**config.mk**
```make
export PLATFORM = sky130hd
export DESIGN_NAME = ghost_zone_pad_address_gen
export DESIGN_NICKNAME = d
export VERILOG_FILES = /design/src/rtl/gzp_pkg.sv /design/src/rtl/gzp_walk.sv /design/src/rtl/gzp_addr.sv /design/src/rtl/ghost_zone_pad_address_gen.sv
export SDC_FILE = /design/constraint.sdc
export NUM_CORES = 1
export LEC_CHECK = 0
export ABC_CLOCK_PERIOD_IN_PS = 6030
export BUFFER_PORTS_ARGS = -buffer_cell sky130_fd_sc_hd__buf_2
export CORE_MARGIN = 10
export CORE_UTILIZATION = 50
export CTS_CLUSTER_DIAMETER = 100
export CTS_CLUSTER_SIZE = 30
export DETAILED_ROUTE_END_ITERATION = 8
export PLACE_DENSITY_LB_ADDON = 0.05
export SYNTH_ARGS = -nofsm -noshare
export SYNTH_HDL_FRONTEND = slang
export SYNTH_SLANG_ARGS = --single-unit
```
**constraint.sdc**
```tcl
create_clock -name clk_i -period 6.03 [get_ports clk_i]
set_input_delay 0 -clock clk_i [delete_from_list [all_inputs] [get_ports clk_i]]
set_output_delay 0 -clock clk_i [all_outputs]
set_load 0.005 [all_outputs]
```
**src/rtl/gzp_pkg.sv**
```systemverilog
// Shared types, widths and codes for the ghost zone padding address generator.
`default_nettype none

package gzp_pkg;

  localparam int unsigned EXT_W   = 7;   // extent register width
  localparam int unsigned GH_W    = 4;   // ghost_zones register width
  localparam int unsigned CMD_W   = 3;
  localparam int unsigned WORD_W  = 64;
  localparam int unsigned ADDR_W  = 19;
  localparam int unsigned CNT_W   = EXT_W;      // region counters
  localparam int unsigned CRD_W   = EXT_W + 1;  // padded coordinate / padded size
  localparam int unsigned MID_W   = 2 * CRD_W + 1;
  localparam int unsigned FULL_W  = CRD_W + MID_W + 1;
  localparam int unsigned CFG_W   = EXT_W;
  localparam int unsigned IDX_W   = 2;

  localparam int unsigned DEF_MAX_EXTENT = 64;
  localparam int unsigned DEF_MAX_GHOST  = 8;

  localparam logic [CMD_W-1:0] CMD_INTERIOR = 3'd0;
  localparam logic [CMD_W-1:0] CMD_INVALID  = 3'd7;

  typedef enum logic [IDX_W-1:0] {
    CFG_EXTENT_X    = 2'd0,
    CFG_EXTENT_Y    = 2'd1,
    CFG_EXTENT_Z    = 2'd2,
    CFG_GHOST_ZONES = 2'd3
  } cfg_idx_e;

  typedef struct packed {
    logic [EXT_W-1:0] extent_x;
    logic [EXT_W-1:0] extent_y;
    logic [EXT_W-1:0] extent_z;
    logic [GH_W-1:0]  ghost_zones;
  } cfg_t;

  // coordinates in the padded array plus the strides needed to linearize them
  typedef struct packed {
    logic [CRD_W-1:0]  pos_x;
    logic [CRD_W-1:0]  pos_y;
    logic [CRD_W-1:0]  pos_z;
    logic [CRD_W-1:0]  pad_x;
    logic [CRD_W-1:0]  pad_y;
    logic [WORD_W-1:0] word;
    logic              last;
  } walk_t;

endpackage

`default_nettype wire

```
**src/rtl/gzp_walk.sv**
```systemverilog
// Region decode and per-region counters; registers padded coordinates of each element.
`default_nettype none

module gzp_walk
  import gzp_pkg::*;
#(
  parameter int unsigned MAX_EXTENT = DEF_MAX_EXTENT,
  parameter int unsigned MAX_GHOST  = DEF_MAX_GHOST
) (
  input  wire logic              clk_i,
  input  wire logic              rst_ni,
  input  wire cfg_t              cfg_i,
  input  wire logic              load_i,    // beat accepted this cycle
  input  wire logic              adv_i,     // stage register may advance
  input  wire logic [CMD_W-1:0]  cmd_i,
  input  wire logic              first_i,
  input  wire logic [WORD_W-1:0] word_i,
  output logic                   vld_o,
  output walk_t                  stg_o
);

  function automatic logic [EXT_W-1:0] clamp_ext(input logic [EXT_W-1:0] e);
    logic [EXT_W-1:0] r;
    r = e;
    if (e == '0) r = EXT_W'(1);
    else if (32'(e) > MAX_EXTENT) r = EXT_W'(MAX_EXTENT);
    return r;
  endfunction

  logic [EXT_W-1:0] ext    [3];
  logic [EXT_W-1:0] span   [3];
  logic [CRD_W-1:0] off    [3];
  logic [CRD_W-1:0] pad    [3];
  logic [CNT_W-1:0] cnt_d  [3];
  logic [CNT_W-1:0] cnt_q  [3];
  logic [CNT_W-1:0] use_c  [3];
  logic [CRD_W-1:0] inc    [3];
  logic [CMD_W-1:0] cur_d, cur_q;
  logic [GH_W-1:0]  gz;
  logic [1:0]       axis;
  logic             upper, keep, restart, last;
  logic             wrap_x, wrap_y;
  logic             vld_d, vld_q;
  walk_t            stg_d, stg_q;

  always_comb begin
    gz = (32'(cfg_i.ghost_zones) > MAX_GHOST) ? GH_W'(MAX_GHOST) : cfg_i.ghost_zones;
    ext[0] = clamp_ext(cfg_i.extent_x);
    ext[1] = clamp_ext(cfg_i.extent_y);
    ext[2] = clamp_ext(cfg_i.extent_z);
    axis  = 2'((cmd_i - CMD_W'(1)) >> 1);
    upper = ~cmd_i[0];
    keep  = (cmd_i != CMD_INVALID) && ((cmd_i == CMD_INTERIOR) || (gz != '0));

    for (int i = 0; i < 3; i++) begin
      pad[i]  = CRD_W'(ext[i]) + CRD_W'({gz, 1'b0});
      span[i] = ext[i];
      off[i]  = CRD_W'(gz);
      if ((cmd_i != CMD_INTERIOR) && (32'(axis) == i)) begin
        span[i] = EXT_W'(gz);
        off[i]  = upper ? CRD_W'(ext[i]) + CRD_W'(gz) : '0;
      end
    end

    restart = first_i || (cmd_i != cur_q) || (cnt_q[0] >= span[0]) ||
              (cnt_q[1] >= span[1]) || (cnt_q[2] >= span[2]);

    for (int i = 0; i < 3; i++) begin
      use_c[i] = restart ? '0 : cnt_q[i];
      inc[i]   = CRD_W'(use_c[i]) + CRD_W'(1);
    end

    last = (inc[0] == CRD_W'(span[0])) && (inc[1] == CRD_W'(span[1])) &&
           (inc[2] == CRD_W'(span[2]));

    // x fastest; wrap back to the region start after the last element
    wrap_x = inc[0] >= CRD_W'(span[0]);
    wrap_y = inc[1] >= CRD_W'(span[1]);
    cnt_d[0] = wrap_x ? '0 : inc[0][CNT_W-1:0];
    cnt_d[1] = use_c[1];
    cnt_d[2] = use_c[2];
    if (wrap_x) begin
      cnt_d[1] = wrap_y ? '0 : inc[1][CNT_W-1:0];
      if (wrap_y) begin
        cnt_d[2] = (inc[2] >= CRD_W'(span[2])) ? '0 : inc[2][CNT_W-1:0];
      end
    end
    cur_d = cmd_i;

    stg_d.pos_x = CRD_W'(use_c[0]) + off[0];
    stg_d.pos_y = CRD_W'(use_c[1]) + off[1];
    stg_d.pos_z = CRD_W'(use_c[2]) + off[2];
    stg_d.pad_x = pad[0];
    stg_d.pad_y = pad[1];
    stg_d.word  = word_i;
    stg_d.last  = last;

    vld_d = vld_q;
    if (adv_i) vld_d = load_i && keep;
  end

  always_ff @(posedge clk_i or negedge rst_ni) begin
    if (!rst_ni) begin
      vld_q <= 1'b0;
      cur_q <= CMD_INTERIOR;
      for (int i = 0; i < 3; i++) cnt_q[i] <= '0;
    end else begin
      vld_q <= vld_d;
      if (load_i && keep) begin
        cur_q <= cur_d;
        for (int i = 0; i < 3; i++) cnt_q[i] <= cnt_d[i];
      end
    end
  end

  always_ff @(posedge clk_i) begin
    if (adv_i && load_i) stg_q <= stg_d;
  end

  assign vld_o = vld_q;
  assign stg_o = stg_q;

endmodule

`default_nettype wire

```
**src/rtl/gzp_addr.sv**
```systemverilog
// Two-stage linearization of padded coordinates with the output register.
`default_nettype none

module gzp_addr
  import gzp_pkg::*;
(
  input  wire logic               clk_i,
  input  wire logic               rst_ni,
  input  wire logic               vld_i,
  input  wire walk_t              stg_i,
  output logic                    rdy_o,
  output logic                    out_vld_o,
  input  wire logic               out_rdy_i,
  output logic [ADDR_W-1:0]       addr_o,
  output logic [WORD_W-1:0]       word_o,
  output logic                    last_o
);

  logic              en_mid, en_out;
  logic              mid_vld_q, out_vld_q;
  logic [MID_W-1:0]  mid_d, mid_q;       // pad_y * pos_z + pos_y
  logic [CRD_W-1:0]  px_q, padx_q;
  logic [WORD_W-1:0] mword_q, word_q;
  logic              mlast_q, last_q;
  logic [FULL_W-1:0] full_d;
  logic [ADDR_W-1:0] addr_q;

  assign en_out = !out_vld_q || out_rdy_i;
  assign en_mid = !mid_vld_q || en_out;
  assign rdy_o  = en_mid;

  assign mid_d  = MID_W'(stg_i.pad_y) * MID_W'(stg_i.pos_z) + MID_W'(stg_i.pos_y);
  assign full_d = FULL_W'(padx_q) * FULL_W'(mid_q) + FULL_W'(px_q);

  always_ff @(posedge clk_i or negedge rst_ni) begin
    if (!rst_ni) begin
      mid_vld_q <= 1'b0;
      out_vld_q <= 1'b0;
    end else begin
      if (en_mid) mid_vld_q <= vld_i;
      if (en_out) out_vld_q <= mid_vld_q;
    end
  end

  always_ff @(posedge clk_i) begin
    if (en_mid && vld_i) begin
      mid_q   <= mid_d;
      px_q    <= stg_i.pos_x;
      padx_q  <= stg_i.pad_x;
      mword_q <= stg_i.word;
      mlast_q <= stg_i.last;
    end
    if (en_out && mid_vld_q) begin
      addr_q <= full_d[ADDR_W-1:0];
      word_q <= mword_q;
      last_q <= mlast_q;
    end
  end

  assign out_vld_o = out_vld_q;
  assign addr_o    = addr_q;
  assign word_o    = word_q;
  assign last_o    = last_q;

endmodule

`default_nettype wire

```
**src/rtl/ghost_zone_pad_address_gen.sv**
```systemverilog
// Top level: ghost zone padding scatter-address generator.
//
//  channel  | signals                        | content
//  ---------+--------------------------------+---------------------------------------
//  input    | s_axis_tvalid/tready/tdata/tuser | tdata: word_in; tuser: command, first
//  output   | m_axis_tvalid/tready/tdata/tlast | tdata: padded_address, word_out;
//           |                                |   tlast: region_done
//  config   | cfg_we_i, cfg_idx_i, cfg_data_i | extent_x/y/z, ghost_zones
//
// One beat per cycle sustained while the output is ready; the counter stage and the two
// multiplies of the address are each followed by a register.
// Reset clears counters, region and pipeline valids; registers return to 8/8/8/2.
// Each stage holds independently, so input beats keep flowing into empty stages
// while a result waits on the output. Invalid commands and zero-thickness faces
// are taken and dropped.
`default_nettype none

module ghost_zone_pad_address_gen
  import gzp_pkg::*;
#(
  parameter int unsigned MAX_EXTENT = DEF_MAX_EXTENT,
  parameter int unsigned MAX_GHOST  = DEF_MAX_GHOST
) (
  input  wire logic             clk_i,
  input  wire logic             rst_ni,
  input  wire logic             cfg_we_i,
  input  wire logic [IDX_W-1:0] cfg_idx_i,
  input  wire logic [CFG_W-1:0] cfg_data_i,
  input  wire logic             s_axis_tvalid,
  output logic                  s_axis_tready,
  input  wire logic [63:0]      s_axis_tdata,   // [63:0] word_in
  input  wire logic [3:0]       s_axis_tuser,   // [2:0] command, [3] first
  output logic                  m_axis_tvalid,
  input  wire logic             m_axis_tready,
  output logic [87:0]           m_axis_tdata,   // [18:0] padded_address, [82:19] word_out
  output logic                  m_axis_tlast    // region_done
);

  cfg_t              cfg_q;
  logic              load, adv, walk_vld, addr_rdy;
  walk_t             walk_stg;
  logic [ADDR_W-1:0] addr;
  logic [WORD_W-1:0] word;

  always_ff @(posedge clk_i or negedge rst_ni) begin
    if (!rst_ni) begin
      cfg_q.extent_x    <= EXT_W'(8);
      cfg_q.extent_y    <= EXT_W'(8);
      cfg_q.extent_z    <= EXT_W'(8);
      cfg_q.ghost_zones <= GH_W'(2);
    end else if (cfg_we_i) begin
      case (cfg_idx_e'(cfg_idx_i))
        CFG_EXTENT_X:    cfg_q.extent_x    <= cfg_data_i[EXT_W-1:0];
        CFG_EXTENT_Y:    cfg_q.extent_y    <= cfg_data_i[EXT_W-1:0];
        CFG_EXTENT_Z:    cfg_q.extent_z    <= cfg_data_i[EXT_W-1:0];
        CFG_GHOST_ZONES: cfg_q.ghost_zones <= cfg_data_i[GH_W-1:0];
        default: ;
      endcase
    end
  end

  assign adv           = !walk_vld || addr_rdy;
  assign s_axis_tready = adv;
  assign load          = s_axis_tvalid && adv;

  gzp_walk #(
    .MAX_EXTENT (MAX_EXTENT),
    .MAX_GHOST  (MAX_GHOST)
  ) u_walk (
    .clk_i   (clk_i),
    .rst_ni  (rst_ni),
    .cfg_i   (cfg_q),
    .load_i  (load),
    .adv_i   (adv),
    .cmd_i   (s_axis_tuser[CMD_W-1:0]),
    .first_i (s_axis_tuser[CMD_W]),
    .word_i  (s_axis_tdata),
    .vld_o   (walk_vld),
    .stg_o   (walk_stg)
  );

  gzp_addr u_addr (
    .clk_i     (clk_i),
    .rst_ni    (rst_ni),
    .vld_i     (walk_vld),
    .stg_i     (walk_stg),
    .rdy_o     (addr_rdy),
    .out_vld_o (m_axis_tvalid),
    .out_rdy_i (m_axis_tready),
    .addr_o    (addr),
    .word_o    (word),
    .last_o    (m_axis_tlast)
  );

  assign m_axis_tdata = {5'b0, word, addr};

endmodule

`default_nettype wire
```
Yosys cells after proc, flatten, opt, wreduce, memory -nomap -nowiden
Index checks and enable logic that the tools add are counted.
{"block": "totals", "register_bits": 339, "input_bits": 82, "out_inout_bits": 91, "word_cells": 120}
{"block": "op_classes", "addsub": 14, "multipliers": 2, "order_cmp": 10, "n_eq_ne": 10, "mux": 24, "reduce_logical": 34}
{"operator": "7-bit 2-to-1 mux", "n": 16}
{"operator": "8-bit 2-to-1 mux", "n": 6}
{"operator": "7-bit by 1-bit adder with 8-bit output, second input constant", "n": 3}
{"operator": "7-bit by 4-bit adder with 8-bit output", "n": 3}
{"operator": "7-bit by 8-bit adder with 8-bit output", "n": 3}
{"operator": "8-bit by 7-bit equality test with 1-bit output", "n": 3}
{"operator": "8-bit by 7-bit >= comparator with 1-bit output", "n": 3}
{"operator": "7-bit >= comparator", "n": 3}
{"operator": "7-bit greater-than comparator, second input constant", "n": 3}
{"operator": "7-bit zero test", "n": 3}
{"operator": "19-bit by 8-bit adder with 19-bit output", "n": 1}
{"operator": "8-bit by 17-bit multiplier with 19-bit output", "n": 1}
{"operator": "16-bit by 8-bit adder with 17-bit output", "n": 1}
{"operator": "7-bit by 5-bit adder with 8-bit output", "n": 2}
{"operator": "8-bit by 8-bit multiplier with 16-bit output", "n": 1}
{"operator": "14-bit 2-to-1 mux", "n": 1}
{"operator": "1-bit logical AND", "n": 11}
{"operator": "1-bit logical OR", "n": 8}
{"operator": "2-bit AND reduction", "n": 4}
{"operator": "2-bit equality test, second input constant", "n": 3}
{"operator": "2-bit by 1-bit equality test with 1-bit output, second input constant", "n": 2}
{"operator": "4-bit greater-than comparator, second input constant", "n": 1}
{"operator": "2-bit zero test", "n": 2}
{"operator": "4-bit 2-to-1 mux", "n": 1}
{"operator": "7 further kinds", "n": 9}

Logic depth before layout (Yosys ltp)
Gate-level depths: netlist of the first run.
{"block": "depth", "word_depth": 14, "ltp_mapped": 33, "ltp_nobuf": 27}

Hierarchy
From an unflattened synthesis of the first run, not the netlist that was laid out.
{"block": "unflattened", "cells_unflattened": 1702, "area_unflattened_um2": 20817.5}
{"mod": "gzp_addr", "n_inst": 1, "cells_per_inst": 937, "area_each_um2": 11888.9, "seq_area_each_um2": 5515.3}
{"mod": "gzp_walk", "n_inst": 1, "cells_per_inst": 703, "area_each_um2": 7916.3, "seq_area_each_um2": 3778.6}
{"mod": "ghost_zone_pad_address_gen", "n_inst": 1, "cells_per_inst": 62, "area_each_um2": 1012.2, "seq_area_each_um2": 630.6}

Worst setup path before layout of the first run
No wires, ideal clock.
{"block": "synth_timing", "path_kind": "input to register", "from": "input s_axis_tuser[0]", "to": "register u_walk.cnt_q[2] in the netlist's numbering", "setup_time_ps": 96, "arrival_ps": 5610, "required_time_ps": 5934, "setup_slack_ps": 324, "cell_stages": 31, "path_buffers": 5, "cell_sequence": "buf_2 -> inv_1 -> ha_1 -> nor3_1 -> a21oi_1 -> nand2b_1 -> clkbuf_1 -> mux2i_1 -> ha_1 -> a21oi_1 -> o21ai_1 -> a32oi_1 -> and4_4 -> buf_2 -> clkbuf_1 -> and2_1 -> ha_1 -> nand3_1 -> inv_1 -> nand3_1 -> xor2_1 -> nor2_1 -> ha_1 -> and3_1 -> nand2_1 -> o21ai_2 -> nand2b_4 -> a32oi_4 -> or4_4 -> buf_6 -> o32ai_2"}
{"block": "synth_via", "elab_chain_len": 14, "word_cells_on_any_way": 36, "classes_between": "4 x add/sub; 6 x order compare; 4 x eq/ne; 9 x mux; 13 x reduce/logical"}
{"element": "from (decl)", "line": "ghost_zone_pad_address_gen.sv:32", "rtl": "input wire logic [3:0] s_axis_tuser,"}
{"element": "3-bit by 1-bit subtractor with 3-bit output", "line": "gzp_walk.sv:51", "rtl": "axis = 2'((cmd_i - CMD_W'(1)) >> 1);"}
{"element": "2-bit zero test", "line": "gzp_walk.sv:59", "rtl": "if ((cmd_i != CMD_INTERIOR) && (32'(axis) == i)) begin"}
{"element": "1-bit logical AND", "line": "gzp_walk.sv:59"}
{"element": "7-bit 2-to-1 mux", "line": "gzp_walk.sv:59"}
{"element": "7-bit >= comparator", "line": "gzp_walk.sv:65", "rtl": "restart = first_i || (cmd_i != cur_q) || (cnt_q[0] >= span[0]) ||"}
{"element": "1-bit logical OR (2 in a row)", "line": "gzp_walk.sv:65"}
{"element": "1-bit logical OR", "line": "gzp_walk.sv:66", "rtl": "(cnt_q[1] >= span[1]) || (cnt_q[2] >= span[2]);"}
{"element": "7-bit 2-to-1 mux", "line": "gzp_walk.sv:69", "rtl": "use_c[i] = restart ? '0 : cnt_q[i];"}
{"element": "7-bit by 1-bit adder with 8-bit output", "line": "gzp_walk.sv:70", "rtl": "inc[i] = CRD_W'(use_c[i]) + CRD_W'(1);"}
{"element": "8-bit by 7-bit >= comparator with 1-bit output", "line": "gzp_walk.sv:85", "rtl": "cnt_d[2] = (inc[2] >= CRD_W'(span[2])) ? '0 : inc[2][CNT_W-1:0];"}
{"element": "7-bit 2-to-1 mux", "line": "gzp_walk.sv:85"}
{"element": "7-bit 2-to-1 mux", "line": "gzp_walk.sv:84", "rtl": "if (wrap_y) begin"}
{"element": "14-bit 2-to-1 mux", "line": "gzp_walk.sv:82", "rtl": "if (wrap_x) begin"}
{"element": "to (decl)", "line": "gzp_walk.sv:35", "rtl": "logic [CNT_W-1:0] cnt_q [3];"}
Several ways; a longest one is shown, not always the timed one.
A chain may end at the register's enable or synchronous reset.

Worst setup path in the final report of the first run
{"block": "layout_timing", "from": "input s_axis_tuser[0]", "to": "register u_walk.cnt_q[6] in the netlist's numbering"}
Same word-level chain as after synthesis.

==> results of run 1 <==
-- state kept, by name (all words and copies together), names as in the netlist --
signal            flops
u_walk.stg_o        105
u_addr.mword_q       64
u_addr.word_o        64
cfg_q                25
u_walk.cnt_q         21
u_addr.addr_o        19
u_addr.mid_q         17
u_addr.padx_q         8
u_addr.px_q           8
u_walk.cur_q          3
u_addr.last_o         1
u_addr.mid_vld_q      1
u_addr.mlast_q        1
u_addr.out_vld_o      1
u_walk.vld_o          1
-- logic make-up after synthesis --
group	Yosys count	synth area share (%)
adders and majority gates	299	23.1
DFF	339	48.2
muxes	35	1.86
xor gates and xnor gates	89	3.79
and+or+nand+nor	463	11.7
other	1	0.0182
buffers and inverters	267	5.03
AOI/OAI and AO/OA	188	6.37
-- Yosys cell counts (14+ instances only) --
cell type,number,area [µm²]
a21o_1,25,188
a21oi_1,54,270
a31oi_1,14,87.6
and2_1,110,688
clkbuf_1,33,124
dfrtp_1,48,1200
edfxtp_1,287,8620
fa_1,135,2700
ha_1,162,2030
inv_1,222,833
mux2_2,26,293
nand2_1,150,563
nand2b_1,18,113
nand3_1,25,125
nor2_1,59,221
nor2b_1,28,175
nor3_1,23,115
o21ai_0,23,115
xnor2_1,66,578
xor2_1,23,201
-- worst min-delay path, cell delays in order --
cell and delay [ns]:
buf_2 0.11, nor3b_1 0.17, mux2_2 0.27
-- through the flow --
step	setup WS, ns	cells
5_1_grt	0.00447	2471
3_3_place_gp	0.453	2359
2_1_floorplan	0.324	1687
6_report	0.338	2472
4_1_cts	0.200	2469
3_5_place_dp	0.209	2359
-- final timing paths --
kind                             startpoint                  to  slack [ns]  depth (start not counted)
min in group asynchronous            rst_ni        u_walk.vld_o        0.11                          3
hold reg to reg            u_walk.stg_o[13]  u_addr.mword_q[12]        0.41                          0
setup / recovery            s_axis_tuser[0]     u_walk.cnt_q[6]        0.34                         27
setup reg to reg                   cfg_q[3]     u_walk.cnt_q[6]        0.47                         23
max in group asynchronous            rst_ni           cfg_q[24]        5.42                          3
hold / removal                 cfg_idx_i[0]           cfg_q[20]        0.02                          3
-- final cells by class --
class,instances,area [µm²],share of cell area (%)
tap,532,666,2.83
sequential,339,9920,42.2
clock buffer,23,490,2.08
timing repair buffer,265,1770,7.52
multi-input combinational,1081,9700,41.2
clock inverter,8,136,0.580
antenna,1,2.50,0.0106
inverter,223,837,3.56
-- what timing repair did --
item / 4_1_cts / 5_1_grt
hold buffers: 79 / 0
endpoints found under the hold margin: 143 / 0
endpoints found under the setup margin: 0 / 18
resized for setup: 0 / 7
setup buffers: 0 / 2
-- power breakdown --
part           internal (mW)  switching, mW
Clock                  0.630          0.834
Sequential              3.60          0.325
Combinational           4.40           5.27
-- metal layers --
layer / GRT usage (%) / share of wire [%] / vias up
met5: 0 / 0 / -
met2: 30.7 / 50 / 173
met3: 2.67 / 3.4 / 53
met1: 23.0 / 44 / 6260
met4: 4.69 / 2.6 / 0
li1: - / - / 6186
==> impl_metrics.toml, run 1 <==
[placed_design]
io_buffers = 167
gp_congestion = 0.901
hpwl_mm = 34.2
placed_cell_area_um2 = 22100

[die]
rows = 74
initial_core_util_pct = 50.5
core_area_um2 = 40700
ios = 173
fp.dieArea_um2 = 49700
die_height_um = 223
dieWidth_um = 223

[logic_synthesis]
netlist_instances = 1681
netlist_area_um2 = 20600
async_flop_share_pct = 15.3
synth.avg_cell_area_um2 = 12.3
ys_ff_latch = 339
seq_area_frac_synth_pct = 48.2
netlist-cell-type-count = 80
ys.flop_type = "edfxtp_1"
synth_edf_count = 287
synth-warning-count = 0

[global_route]
grt_pass1_vias = 13400
grt_max_degree = 63
grt_usage_pct = 17.8
grt_pass1_wl_mm = 71.9
grt_overflow = 0
antenna_found_initial = 1

[min_path]
min_path_type = "in -> reg"

[clocking]
cts_tree = "built"
clock_path_buffers = 3
htree_levels = 1
insertion_delay_ns = 0.55
clkSlewWorstSetupHoldPaths_ns = 0.12
cts.sinks = 339
clockRootBuffer = "clkbuf_16"
numCtsBuffers = 18

[worst_setup_path]
crit_path_start_kind = "primary input"
path_max_fanout = 11
worst-setup-path-type = "in -> reg"
critPathRequiredTime_ns = 6.47
cpLargestDelayFamily = "simple AND/OR/NAND/NOR gates"
crit_buf_inv = 4
crit_top_cell = "ha_1"
crit_slowest_cell = "or4_4"
crit_arrival_ns = 6.13
cpPeakStageDelay_ns = 0.61
end_kind = "flip-flop"

[timing]
tightest_slew_ns = 1.24
finalMaxSlewViolations = 0
max_freq_mhz = 176
skew_ns = 0.0300
finalHoldViolCount = 0
period_needed_ns = 5.69
setup_viol = 0
fin_crit_sh_pct = 94.4
holdWs_ns = 0.0198
max-slew-margin-rel_pct = 17.1
tns_ns = 0
grt_setup_unrepaired = "false"

[cells_and_area]
area_delta_synth_final_pct = 14.2
fillers = 3396
layout_common_cells = "edfxtp_1, inv_1, buf_2, ha_1, nand2_1"
fin_util_pct = 57.7
nets = 2307
layout_commonest_cell = "edfxtp_1"
design_area_um2 = 23500
drive_above_1_share_pct = 14.7

[drt]
vias = 12700
via_per_inst = 5.13
first_pass_iters = 5
drc = 0
drtAntennaViolNets = 0
drt_wl_total_mm = 44.8
drtIter0Drc = 732
wl_per_cell_um = 18.1

[job]
drv_cap = 0

[pwr]
leakagePower_nw = 10.3
finalPower_mw = 15.1
ir_drop_mv = 0.454
powerDensity_nw_per_um2 = 641

[outcome]
status = "completed"
Note: power is estimated with default switching activity, not from simulation.
==> run 2: changes to the inputs <==
Settings changed: ABC_AREA set to 1.
==> run 2 against run 1 <==
  * Largest power group unchanged
  * Flip-flop and latch count unchanged
  * First-iteration DRC count up 17%
  * Via count up 9.2%
  * Critical path type is now reg -> reg
  * Cell count up 14%
  * Hold slack better by 0.030 ns
  * Maximum frequency up 6.0%
  * Global-route usage up 0.93 points
  * Area after synthesis up 1.5%
  * Wire length up 3.5%
  * Largest cell class unchanged
  * Sequential power up 2%
==> impl_metrics.toml, run 2 <==
[global_route]
grt_use_met2_pct = 34.5
busiest_layer = "met2"
grt_overflow = 0
grt_usage_pct = 18.8
use_met3_pct = 2.30
grt_max_degree = 71
antenna_found_initial = 0
grt_pass1_wl_mm = 75.9
grt.met1_usage_pct = 23.5
grt_pass1_vias = 14200

[drt]
wl_per_cell_um = 16.4
drc = 0
drtIter0Drc = 860
drtAntennaViolNets = 0
drt_wl_total_mm = 46.3
vias = 13800
via_per_inst = 4.91
first_pass_iters = 5

[logic_synthesis]
seq_area_frac_synth_pct = 47.5
yosysTopAreaCell = "edfxtp_1"
synth_top_area_share_pct = 41.2
ys_ff_latch = 339
yosys.cell_count.top_type = "inv_1"
synth.avg_cell_area_um2 = 10.2
ys_top_cells_by_count = "inv_1, nand2_1, edfxtp_1"
async_flop_share_pct = 15.3
netlist-cell-type-count = 47
netlist_area_um2 = 20900
netlist_instances = 2044
synth_area_leaders = "edfxtp_1, fa_1, ha_1"
ys.flop_type = "edfxtp_1"
synth-warning-count = 0
synth_edf_count = 287

[pwr]
leakagePower_nw = 11.6
ir_drop_mv = 0.634
finalPower_mw = 14.1
powerDensity_nw_per_um2 = 594

[timing]
finalMaxSlewViolations = 0
skew_ns = 0.0402
fin_ws_ns = 0.658
period_needed_ns = 5.37
fin_crit_sh_pct = 89.1
holdWs_ns = 0.0494
max_freq_mhz = 186
max-slew-margin-rel_pct = 38.4
finalHoldViolCount = 0
tightest_slew_ns = 0.924
setup_viol = 0
grt_setup_unrepaired = "false"
tns_ns = 0

[clocking]
clkSlewWorstSetupHoldPaths_ns = 0.11
postCtsSetupBuffers = 0
cts.sinks = 339
clockRootBuffer = "clkbuf_16"
cts_tree = "built"
insertion_delay_ns = 0.56
numCtsBuffers = 18
post_cts_hold_buffer_count = 79
clock_path_buffers = 3
postCtsResizedCells = 0
htree_levels = 1

[cells_and_area]
diodes = 0
nets = 2653
largest_register_ffs = 105
design_area_um2 = 23700
drive_above_1_share_pct = 10.4
area_delta_synth_final_pct = 13.4
layout_common_cells = "inv_1, nand2_1, edfxtp_1, buf_2, ha_1"
fin_util_pct = 57.7
layout_commonest_cell = "inv_1"
instances_no_fill = 2818

[worst_setup_path]
cpLargestDelayFamily = "simple AND/OR/NAND/NOR gates"
path_max_fanout = 15
crit_arrival_ns = 5.79
worst-setup-path-type = "reg -> reg"
crit_path_start_kind = "flip-flop"
crit_slowest_cell = "dfrtp_1"
end_kind = "flip-flop"
crit_top_cell = "nand2_1"
crit_buf_inv = 6
critPathRequiredTime_ns = 6.45
cpPeakStageDelay_ns = 0.42

[placed_design]
hpwl_mm = 36.4
io_buffers = 167
dp_cells = 2707
gp_congestion = 0.927
placed_cell_area_um2 = 22300
pre_cts_slack_ns = 0.678

[die]
rows = 74
die_height_um = 224
initial_core_util_pct = 50.8
ios = 173
core_area_um2 = 41100
dieWidth_um = 224
fp.dieArea_um2 = 50400

[outcome]
status = "completed"

[min_path]
min_path_type = "in -> reg"

[job]
drv_cap = 0
==> run 2: cell types whose count changed after synthesis, sizes merged, moves of 19 or more <==
cell	before	now
a21o	25	6
and2	110	0
inv	223	453
mux2	26	0
nand2	150	441
nand2b	19	0
nand3	28	60
nor2	59	98
nor2b	28	0
o21ai	34	95
xnor2	66	23
xor2	23	43
==> run 2: path summary, 6_finish.rpt <==
check,startpoint,end,slack (ns),cells after the start
worst max-delay path,cfg_q[20],u_walk.cnt_q[6],0.66,33
worst min-delay path,s_axis_tvalid,u_walk.stg_o[39],0.05,3
worst max register to register,cfg_q[20],u_walk.cnt_q[6],0.66,33
worst min register to register,u_walk.stg_o[9],u_addr.mword_q[8],0.42,0
max in group asynchronous,rst_ni,u_walk.cnt_q[14],5.39,3
min in group asynchronous,rst_ni,u_walk.cnt_q[11],0.13,3
==> run 2: area by class of cell <==
cell class,count,area [µm²]
clock inverter,7,135
fill,3584,17400
multi-input combinational,1202,9070
inverter,453,1710
sequential,339,9920
clock buffer,25,477
tap,532,666
timing repair buffer,260,1730
==> run 2: kinds of logic (layout without fill, tap and decap cells) <==
logic type	after synthesis	after routing	synth area share, %
other	1	7	0.0179
buffers and inverters	509	745	9.30
AND/OR/NAND/NOR	636	636	12.7
adder cells (fa/ha/maj)	297	297	22.6
flip-flops	339	339	47.5
XOR/XNOR	66	66	2.80
AO/OA/AOI/OAI	196	196	5.11
==> run 2: power breakdown <==
group	leakage, nW	switching, mW	internal, mW	total (mW)
combinational	7.92	5.04	3.61	8.65
sequential	3.43	0.354	3.64	3.99
clock	0.292	0.832	0.613	1.45
==> run 2: tightest hold or removal path: stages <==
cell	delay [ns]
buf_2	0.09
nand2_1	0.09
inv_4	0.18
==> run 2: routing by layer <==
layer  share of wire, %  vias up
li1                   -     6913
met4                1.6        0
met1                 43     6663
met2                 52      223
met3                3.3       35
met5                  0        -
